**config.mk**
```make
export PLATFORM = sky130hd
export DESIGN_NAME = unique_value_stack
export DESIGN_NICKNAME = d
export VERILOG_FILES = /design/src/rtl/core/uvs_pkg.sv /design/src/rtl/core/uvs_cell.sv /design/src/rtl/core/unique_value_stack.sv
export SDC_FILE = /design/constraint.sdc
export NUM_CORES = 1
export LEC_CHECK = 0
export BUFFER_PORTS_ARGS = -buffer_cell sky130_fd_sc_hd__clkbuf_2
export CORE_MARGIN = 2
export CORE_UTILIZATION = 40
export CTS_CLUSTER_DIAMETER = 60
export DETAILED_ROUTE_END_ITERATION = 8
export PLACE_DENSITY_LB_ADDON = 0.1
export SLEW_MARGIN = 30
export SYNTH_ARGS = -nofsm -noshare
export SYNTH_HDL_FRONTEND = slang
export SYNTH_SLANG_ARGS = --single-unit
export TNS_END_PERCENT = 10
```
**constraint.sdc**
```tcl
create_clock -name clk -period 6.3 [get_ports clk]
set_input_delay 0.63 -clock clk [delete_from_list [all_inputs] [get_ports clk]]
set_output_delay 0.63 -clock clk [all_outputs]
set_load 0.1 [all_outputs]
```
**src/rtl/core/uvs_pkg.sv**
```systemverilog
`timescale 1ns / 1ps

package uvs_pkg;

	localparam int DEPTH = 16;

	// Field widths of the stream items.
	localparam int CMD_W      = 2;
	localparam int VALUE_W    = 32;
	localparam int INDEX_W    = 4;
	localparam int STATUS_W   = 3;
	localparam int POSITION_W = 4;
	localparam int COUNT_W    = 5;
	localparam int CAP_W      = 5;

	// Internal widths that follow from the depth.
	localparam int POS_W = $clog2(DEPTH);
	localparam int CNT_W = $clog2(DEPTH + 1);

	localparam int S_TDATA_W = ((VALUE_W + INDEX_W + 7) / 8) * 8;
	localparam int M_TDATA_W = ((POSITION_W + VALUE_W + COUNT_W + 7) / 8) * 8;

	localparam logic [CAP_W-1:0] CAP_RESET = CAP_W'(16);

	typedef enum logic [CMD_W-1:0] {
		CMD_PUSH = 2'd0,
		CMD_POP  = 2'd1,
		CMD_FIND = 2'd2,
		CMD_READ = 2'd3
	} cmd_t;

	typedef enum logic [STATUS_W-1:0] {
		ST_OK       = 3'd0,
		ST_FULL     = 3'd1,
		ST_DUP      = 3'd2,
		ST_EMPTY    = 3'd3,
		ST_NOTFOUND = 3'd4,
		ST_RANGE    = 3'd5
	} status_t;

	// What each cell hands on to the next one up the chain.
	typedef struct packed {
		logic               hit;
		logic [POS_W-1:0]   pos;
		logic [VALUE_W-1:0] rdata;
	} chain_t;

endpackage

```
**src/rtl/core/uvs_cell.sv**
```systemverilog
`timescale 1ns / 1ps

module uvs_cell import uvs_pkg::*; (
	input  logic               clk,
	input  logic [POS_W-1:0]   cell_pos,
	input  logic [CNT_W-1:0]   count,
	input  logic [VALUE_W-1:0] key,
	input  logic [POS_W-1:0]   rd_index,
	input  logic               push_en,
	input  chain_t             chain_i,
	output chain_t             chain_o
);

	logic [VALUE_W-1:0] entry_q;
	logic               occupied;
	logic               match;

	assign occupied = CNT_W'(cell_pos) < count;
	assign match    = occupied && (entry_q == key);

	// The lowest matching cell claims the position; cells above pass it on.
	always_comb begin
		chain_o.hit   = chain_i.hit | match;
		chain_o.pos   = (match && !chain_i.hit) ? cell_pos : chain_i.pos;
		chain_o.rdata = chain_i.rdata;
		if (occupied && (cell_pos == rd_index)) begin
			chain_o.rdata = chain_i.rdata | entry_q;
		end
	end

	// A successful push writes the cell that sits just above the top.
	always_ff @(posedge clk) begin
		if (push_en && (CNT_W'(cell_pos) == count)) begin
			entry_q <= key;
		end
	end

endmodule

```
**src/rtl/core/unique_value_stack.sv**
```systemverilog
`timescale 1ns / 1ps

// Bounded stack of signed 32-bit values that refuses duplicates. Commands arrive on the s_
// stream (push, pop, find, read at index) and each one yields exactly one result item on the
// m_ stream. Every stored value sits in its own cell of a chain of DEPTH cells, the search
// key is compared in all cells at once and the lowest hit ripples up the chain, so a new
// command is taken in every cycle while the output register is free or being emptied. The
// capacity register may only be written while the block is idle; entries already stored
// are kept when it is lowered.
module unique_value_stack import uvs_pkg::*; (
	input  logic                 clk,
	input  logic                 arst_n,
	input  logic                 cfg_we,
	input  logic [CAP_W-1:0]     cfg_wdata,
	input  logic                 s_tvalid,
	output logic                 s_tready,
	input  logic [S_TDATA_W-1:0] s_tdata,   // value [31:0], index [35:32]
	input  logic [CMD_W-1:0]     s_tuser,   // cmd [1:0]
	output logic                 m_tvalid,
	input  logic                 m_tready,
	output logic [M_TDATA_W-1:0] m_tdata,   // position [3:0], read_value [35:4], count [40:36]
	output logic [STATUS_W-1:0]  m_tuser    // status [2:0]
);

	logic [CAP_W-1:0]      cap_q;
	logic [CNT_W-1:0]      count_q;
	logic                  m_valid_q;
	status_t               status_q;
	logic [POSITION_W-1:0] position_q;
	logic [VALUE_W-1:0]    read_value_q;
	logic [COUNT_W-1:0]    count_out_q;

	logic                  accept;
	cmd_t                  cmd;
	logic [VALUE_W-1:0]    value;
	logic [INDEX_W-1:0]    index;
	logic                  full;
	logic                  push_en;
	status_t               status_d;
	logic [POSITION_W-1:0] position_d;
	logic [VALUE_W-1:0]    read_value_d;
	logic [CNT_W-1:0]      count_d;
	chain_t                chain [DEPTH+1];

	assign cmd    = cmd_t'(s_tuser);
	assign value  = s_tdata[VALUE_W-1:0];
	assign index  = s_tdata[VALUE_W+INDEX_W-1:VALUE_W];

	assign s_tready = !m_valid_q || m_tready;
	assign accept   = s_tvalid && s_tready;

	assign chain[0] = '0;

	for (genvar g = 0; g < DEPTH; g++) begin : g_cell
		uvs_cell u_cell (
			.clk      (clk),
			.cell_pos (POS_W'(g)),
			.count    (count_q),
			.key      (value),
			.rd_index (POS_W'(index)),
			.push_en  (push_en),
			.chain_i  (chain[g]),
			.chain_o  (chain[g+1])
		);
	end

	assign full = (int'(count_q) >= int'(cap_q)) || (int'(count_q) >= DEPTH);

	always_comb begin
		status_d     = ST_OK;
		position_d   = '0;
		read_value_d = '0;
		count_d      = count_q;
		push_en      = 1'b0;
		unique case (cmd)
			CMD_PUSH: begin
				if (full) begin
					status_d = ST_FULL;
				end else if (chain[DEPTH].hit) begin
					status_d = ST_DUP;
				end else begin
					push_en = accept;
					count_d = count_q + CNT_W'(1);
				end
			end
			CMD_POP: begin
				if (count_q == '0) begin
					status_d = ST_EMPTY;
				end else begin
					count_d = count_q - CNT_W'(1);
				end
			end
			CMD_FIND: begin
				if (chain[DEPTH].hit) begin
					position_d = POSITION_W'(chain[DEPTH].pos);
				end else begin
					status_d = ST_NOTFOUND;
				end
			end
			CMD_READ: begin
				if (int'(index) < int'(count_q)) begin
					read_value_d = chain[DEPTH].rdata;
				end else begin
					status_d = ST_RANGE;
				end
			end
			default: begin
				status_d = ST_OK;
			end
		endcase
	end

	always_ff @(posedge clk or negedge arst_n) begin
		if (!arst_n) begin
			cap_q     <= CAP_RESET;
			count_q   <= '0;
			m_valid_q <= 1'b0;
		end else begin
			if (cfg_we) begin
				cap_q <= cfg_wdata;
			end
			if (accept) begin
				count_q   <= count_d;
				m_valid_q <= 1'b1;
			end else if (m_tready) begin
				m_valid_q <= 1'b0;
			end
		end
	end

	always_ff @(posedge clk) begin
		if (accept) begin
			status_q     <= status_d;
			position_q   <= position_d;
			read_value_q <= read_value_d;
			count_out_q  <= COUNT_W'(count_d);
		end
	end

	assign m_tvalid = m_valid_q;
	assign m_tuser  = status_q;
	assign m_tdata  = M_TDATA_W'({count_out_q, read_value_q, position_q});

endmodule

```
==> results.md, run 1 <==
- TritonCTS Buffers: 68
- Worst path arrival time: around 5.4 ns
- Layout area overhead: 13.90%
- Root buf cell: clkbuf_16
- Max Slew Vio Count: 0
- Slew @ Worst Pin: 1.201 ns
- Worst VDD drop: 0.0002552 V
- Post-cts sizing count: 0
- Largest net degree at the start of global routing: 50
- DP Wirelength: 83,560 um
- Synthesized area: 28,290 um^2
- Starting Density: 40.39%
- Clock period minus worst slack: 5.164 ns
- Critical path fanouts, max: 32
- Layout net count: 2,310
- # IOs: approximately 110
- Die X: 269.9 um
- DR DRC count: 0
- Post-CTS setup buffer count: 0
- Yosys warning total: 0
- Final setup fails: 0
- Layout cells sized above 1: roughly 14%
- Worst Hold Class: in -> reg
- Final hold viol count: 0
- Clock Skew: approximately 0.025 ns
- CP endpoint kind: flip-flop
- Vias per cell: 6.369
- ANT cells: 0
- Clk sink count: 567
- Fmax: 0.1936 GHz
- Clock Latency Late Sink: 0.61 ns
- Leakage: 10.59 nW
- Final Non-Filler Cells: roughly 3,200
- Most frequent cells in the layout: edfxtp_1 (556), xor2_1 (432), nor4_1 (172)
- Number of routed nets with antenna violations: 0
- DR WL/cell: 35.98 um
- Place WS: 0.9638 ns
- Max clock buf depth: 3
- Cell area after layout: 32,220 um^2
- Total gr overflow: 0
- TritonRoute pass-1 iters: 7
- Die footprint: ~73,000 um^2
- Power Density: about 290 nW/um^2
- Crit start category: flip-flop
- Initial antenna violation count: 5
- Detailed Route Iter0 Violations: 3,041
- Gr usage total: 31.45%
- Syn avg cell area: 13.34 um^2
- CTS H-Tree Depth: 3
- Placed insts: 3,112
- Site Rows: 97
- Vias in the first global route: 19,753
- Status: completed
- Core box area: about 70,000 um^2
- FFs w/ async S/R, synth: 1.940%
- First-pass GRT wire length: approximately 160,000 um
- Relative slew slack: around a fifth
- Worst-path clk slew: ~0.060 ns
- Commonest non-fill, non-tap cell in the layout: edfxtp_1
- Unrepaired setup endpoints after global routing: false
- CTS Hold Bufs: 1
- Final WL: 116,300 um
- Seq/Total Area, Yosys: 60.00%
- FF+latch count, synth: 567
- Chip Height: around 270 um
- EDFF count, synth: ~560
- Top FF cell, synth: edfxtp_1
- Gate Count Post-Synth: approximately 2,100
- GPL Wtd Cong: a little under 1
- TritonCTS clock tree: done
- Maxcap violations: 0
- Crit path required time: between 6 and 7 ns
- Dpl cell area: 30,080 um^2
- Setup ws final: 1.136 ns
- Synth unique cells: 60
- Final period util: 81.98%
- Critical setup path kind: reg -> reg
- Vias: 20,596
- Port Buffer Count: 93
- Hold Slack: 0.2347 ns
-- routing by layer --
metal / GRT usage, % / vias up / share of wire (%)
li1: - / 8637 / -
met1: 44.05 / 10617 / 42
met2: 49.00 / 1157 / 46
met3: 4.472 / 183 / 7.6
met4: 13.19 / 2 / 4.7
met5: 0 / - / 0.011
-- cell usage after synthesis, drive strengths merged, types with 4 or more instances --
library cell / n / area share [%]
nor2: 68 / 0.90
xnor2: 83 / 2.6
nand2: 77 / 1.0
o21ai: 17 / 0.30
nand3: 25 / 0.44
clkbuf: 63 / 0.84
or4: 11 / 0.33
nand2b: 11 / 0.24
nand4: 73 / 1.6
nor3b: 4 / 0.11
a21oi: 15 / 0.27
or3: 11 / 0.24
inv: 12 / 0.16
edfxtp: 556 / 59
a211oi: 6 / 0.16
nand4b: 4 / 0.12
a21o: 7 / 0.19
a222oi: 64 / 2.3
nor3: 55 / 1.0
dfrtp: 10 / 0.88
a22o: 64 / 2.0
a221oi: 96 / 3.0
xor2: 432 / 13
ha: 13 / 0.58
buf: 76 / 2.0
nor4: 182 / 4.1
nor4b: 6 / 0.24
a31oi: 38 / 0.84
-- area by class of cell --
| cell class | instances | area [um^2] |
|---|---|---|
| Fill cell | 6334 | 37810 |
| Multi-Input combinational cell | 1409 | 10700 |
| Tap cell | 940 | 1176 |
| Timing Repair Buffer | 187 | 1201 |
| Sequential cell | 567 | 16970 |
| Inverter | 12 | 45.04 |
| Clock buffer | 92 | 1886 |
| Clock inverter | 27 | 236.5 |
-- registers in the layout, indices dropped and copies added (netlist names) --
register,count
m_tvalid,1
m_tuser,3
position_q,4
count_out_q,5
count_q,5
read_value_q,32
g_cell.u_cell.entry_q,512
cap_q,5
-- metrics by stage --
stage	utilization [%]	power [W]	TNS, ns
after floorplan	-	0.005064	-91.01
after global placement	42.87	0.005564	0
after detailed placement	42.95	0.005567	0
after CTS	45.99	0.009383	0
after global routing	46.01	0.009604	0
final	46.01	0.009361	0
-- worst paths after layout --
check / cells past startpoint / start / to / slack [ns]
worst max-delay path: 10 / count_q[3] / g_cell[7].u_cell.entry_q[17] / 1.14
worst min-delay path: 2 / s_tvalid / m_tvalid / 0.23
worst max register to register: 10 / count_q[3] / g_cell[7].u_cell.entry_q[17] / 1.14
worst min register to register: 2 / m_tvalid / m_tvalid / 0.56
max in group asynchronous: 2 / arst_n / cap_q[4] / 5.51
min in group asynchronous: 2 / arst_n / count_q[0] / 0.48
-- where the power goes --
group	internal, W	switching, W
logic	0.000299	0.000947
clock network	0.00226	0.00159
registers	0.00421	0.0000524
total	0.00677	0.00259
-- kinds of logic (layout without fill, tap and decap cells) --
kind of cell | Yosys count | after routing | share of synthesized area [%]
AO/OA/AOI/OAI | 325 | 325 | 9.479
XOR/XNOR | 515 | 515 | 15.95
adder cells (fa/ha/maj) | 13 | 13 | 0.5751
buffers and inverters | 151 | 318 | 2.946
flip-flops | 567 | 567 | 60.00
multiplexers | 4 | 4 | 0.1548
other | 1 | 7 | 0.01326
AND/OR/NAND/NOR | 545 | 545 | 10.88
-- worst max-delay path, stage by stage (launching register included) --
cell	delay, ns
dfrtp_1	0.69
nor2_1	0.73
o21ai_0	0.50
nand3_1	0.18
nor3_1	0.14
or4_4	0.48
nor4b_4	0.69
nand4_2	0.17
buf_4	0.27
nor4_2	0.38
buf_4	0.51
Note: power is estimated with default switching activity, not from simulation.
==> run 2, diff against run 1 <==
==> constraint.sdc (replaced) <==
create_clock -name clk -period 5.1 [get_ports clk]
set_input_delay 0.51 -clock clk [delete_from_list [all_inputs] [get_ports clk]]
set_output_delay 0.51 -clock clk [all_outputs]
set_load 0.1 [all_outputs]
==> run 2 against run 1 <==
Net effect: non-clock buffer count increased by 58; register-to-register slack worse by 0.76 ns; final cell count increased by 2.1%; first-iteration DRC count fell by 6.0%; power increased by 25%; via count grew 1.3%; cell area rose by 3.0%; hold slack got worse by 0.12 ns; combinational power is 30% higher; wire length grew 0.23%; critical path depth is 1 lower; largest cell class unchanged; largest power group unchanged.
==> results.md, run 2 (synthesis gave the netlist of run 1 again) <==
- DP Wirelength: 86,120 um (was 83,560 um)
- Total gr overflow: 0 (unchanged)
- TritonRoute pass-1 iters: 8 (was 7)
- Critical path fanouts, max: 22 (was 32)
- DR DRC count: 0 (unchanged)
- Final WL: 116,600 um (was 116,300 um)
- Vias per cell: 6.318 (was 6.369)
- Worst VDD drop: 0.0002822 V (was 0.0002552 V)
- ANT cells: 0 (unchanged)
- Max reg flops: 512 (unchanged)
- Critical setup path kind: reg -> reg (unchanged)
- Slew @ Worst Pin: 1.066 ns (was 1.201 ns)
- Dpl cell area: 30,960 um^2 (was 30,080 um^2)
- First-pass GRT wire length: 161,000 um (was 160,400 um)
- TritonCTS Buffers: 70 (was 68)
- Layout area overhead: 17.34% (was 13.90%)
- Fmax: 0.2118 GHz (was 0.1936 GHz)
- Setup ws final: 0.3794 ns (was 1.136 ns)
- Starting Density: 40.39% (unchanged)
- Core box area: 70,030 um^2 (unchanged)
- Clock period minus worst slack: 4.721 ns (was 5.164 ns)
- Root buf cell: clkbuf_16 (unchanged)
- Crit path required time: 5.40 ns (was 6.53 ns)
- Most frequent cells in the layout: edfxtp_1 (556), xor2_1 (432), nor4_1 (174) (was edfxtp_1 (556), xor2_1 (432), nor4_1 (172))
- Post-CTS setup buffer count: 0 (unchanged)
- Port Buffer Count: 93 (unchanged)
- DR WL/cell: 35.33 um (was 35.98 um)
- Number of routed nets with antenna violations: 0 (unchanged)
- Die footprint: 72,860 um^2 (unchanged)
- Critical Path Start: count_q[3] (unchanged)
- Leakage: 11.12 nW (was 10.59 nW)
- R2R depth: 9 (was 10)
- Clock Skew: 0.02116 ns (was 0.02545 ns)
- Relative slew slack: 28.95% (was 19.21%)
- Crit start category: flip-flop (unchanged)
- Most flops, register: g_cell.u_cell.entry_q (unchanged)
- Final core area utilization: 47.40% (was 46.01%)
- R2R Path Start: count_q[3] (unchanged)
- Clock Latency Late Sink: 0.62 ns (was 0.61 ns)
- Status: completed (unchanged)
- TritonCTS clock tree: done (unchanged)
- Gr usage total: 31.50% (was 31.45%)
- Final hold viol count: 0 (unchanged)
- Initial antenna violation count: 1 (was 5)
- Unrepaired setup endpoints after global routing: false (unchanged)
- Placed insts: 3,171 (was 3,112)
- Largest regs: g_cell.u_cell.entry_q (512), read_value_q (32) (unchanged)
- Worst-path clk slew: 0.06 ns (about the same)
- Layout cells sized above 1: 16.60% (was 14.25%)
- # IOs: 105 (unchanged)
- Worst path arrival time: 5.02 ns (was 5.40 ns)
- Largest net degree at the start of global routing: 50 (unchanged)
- Vias: 20,857 (was 20,596)
- Layout net count: 2,370 (was 2,310)
- Chip Height: 269.9 um (unchanged)
- Reg2reg end: g_cell[0].u_cell.entry_q[21] (was g_cell[7].u_cell.entry_q[17])
- Final setup fails: 0 (unchanged)
- Place WS: 0.4033 ns (was 0.9638 ns)
- R2r setup slk: 0.38 ns (was 1.14 ns)
- Die X: 269.9 um (unchanged)
- Worst Hold Class: in -> reg (unchanged)
- Cell area after layout: 33,190 um^2 (was 32,220 um^2)
- Vias in the first global route: 20,086 (was 19,753)
- Site Rows: 97 (unchanged)
- CTS H-Tree Depth: 3 (unchanged)
- Max Slew Vio Count: 0 (unchanged)
- Max clock buf depth: 3 (unchanged)
- CP endpoint kind: flip-flop (unchanged)
- Setup crit end: g_cell[0].u_cell.entry_q[21] (was g_cell[7].u_cell.entry_q[17])
- GPL Wtd Cong: 0.9608 (was 0.9616)
- Detailed Route Iter0 Violations: 2,860 (was 3,041)
- Clk sink count: 567 (unchanged)
- Final Non-Filler Cells: 3,301 (was 3,234)
- Maxcap violations: 0 (unchanged)
- Power Density: 353.7 nW/um^2 (was 290.6 nW/um^2)
- Commonest non-fill, non-tap cell in the layout: edfxtp_1 (unchanged)
- Final period util: 92.56% (was 81.98%)
[run 2: cell count changes in the layout (fill, tap and decap cells not counted), sizes merged]
cell / previous run / this run
clkinv: 19 / 22
clkinvlp: 2 / 7
buf: 97 / 151
bufinv: 4 / 3
inv: 14 / 18
clkbuf: 181 / 183
[run 2: worst max-delay path, cell delays in order (launching register included)]
cell and delay, ns:
dfrtp_1 0.55, nor2_1 0.67, o21ai_0 0.52, nand3_1 0.19, nor3_1 0.18, or4_4 0.49, nor4b_4 0.38, nand4_2 0.30
nor2_4 0.74, buf_4 0.36
[run 2: per-layer routing]
metal	track usage (%)	wire, um	vias to the layer above
met3	4.001	8180	185
met2	51.19	55140	1144
met1	42.67	47680	10756
met5	0	0	-
li1	-	-	8772
met4	13.10	5611	0
[run 2: final cells by class]
class	instances	area [um^2]
multi-input cells	1409	10790
inverters	12	45.04
flip-flops and latches	567	16970
fillers	6249	36840
well taps	940	1176
clock inverters	38	297.8
repair buffers	245	2007
clock buffers	90	1901
[run 2: worst min-delay path by stage]
stage | start | slack [ns] | to | cells after the start
finish | s_tvalid | 0.11 | m_tvalid | 2
global route | s_tvalid | 0.11 | m_tvalid | 2
CTS | s_tvalid | 0.1 | m_tvalid | 2
detailed placement | arst_n | 0.42 | cap_q[1] | 1
global placement | arst_n | 0.42 | cap_q[1] | 1
floorplan | arst_n | 0.21 | cap_q[0] | 0
[run 2: stage by stage]
stage	power (W)	hold WS, ns	setup TNS, ns
after global placement	0.006946	0.4187	0
after global routing	0.01204	0.1109	0
after detailed placement	0.006961	0.4222	0
final	0.01174	0.1131	0
after CTS	0.01177	0.09605	0
after floorplan	0.006267	0.2144	-209.94
[run 2: report_power, final]
group          switching [W]  leakage (nW)  internal, W
Clock                0.00204          1.06      0.00280
Combinational        0.00120          4.89     0.000422
Sequential         0.0000712          5.17      0.00520
[run 2: timing repair]
item,in CTS,in global routing
hold buffers,1,0
resized for setup,0,0
hold endpoints to repair,10,0
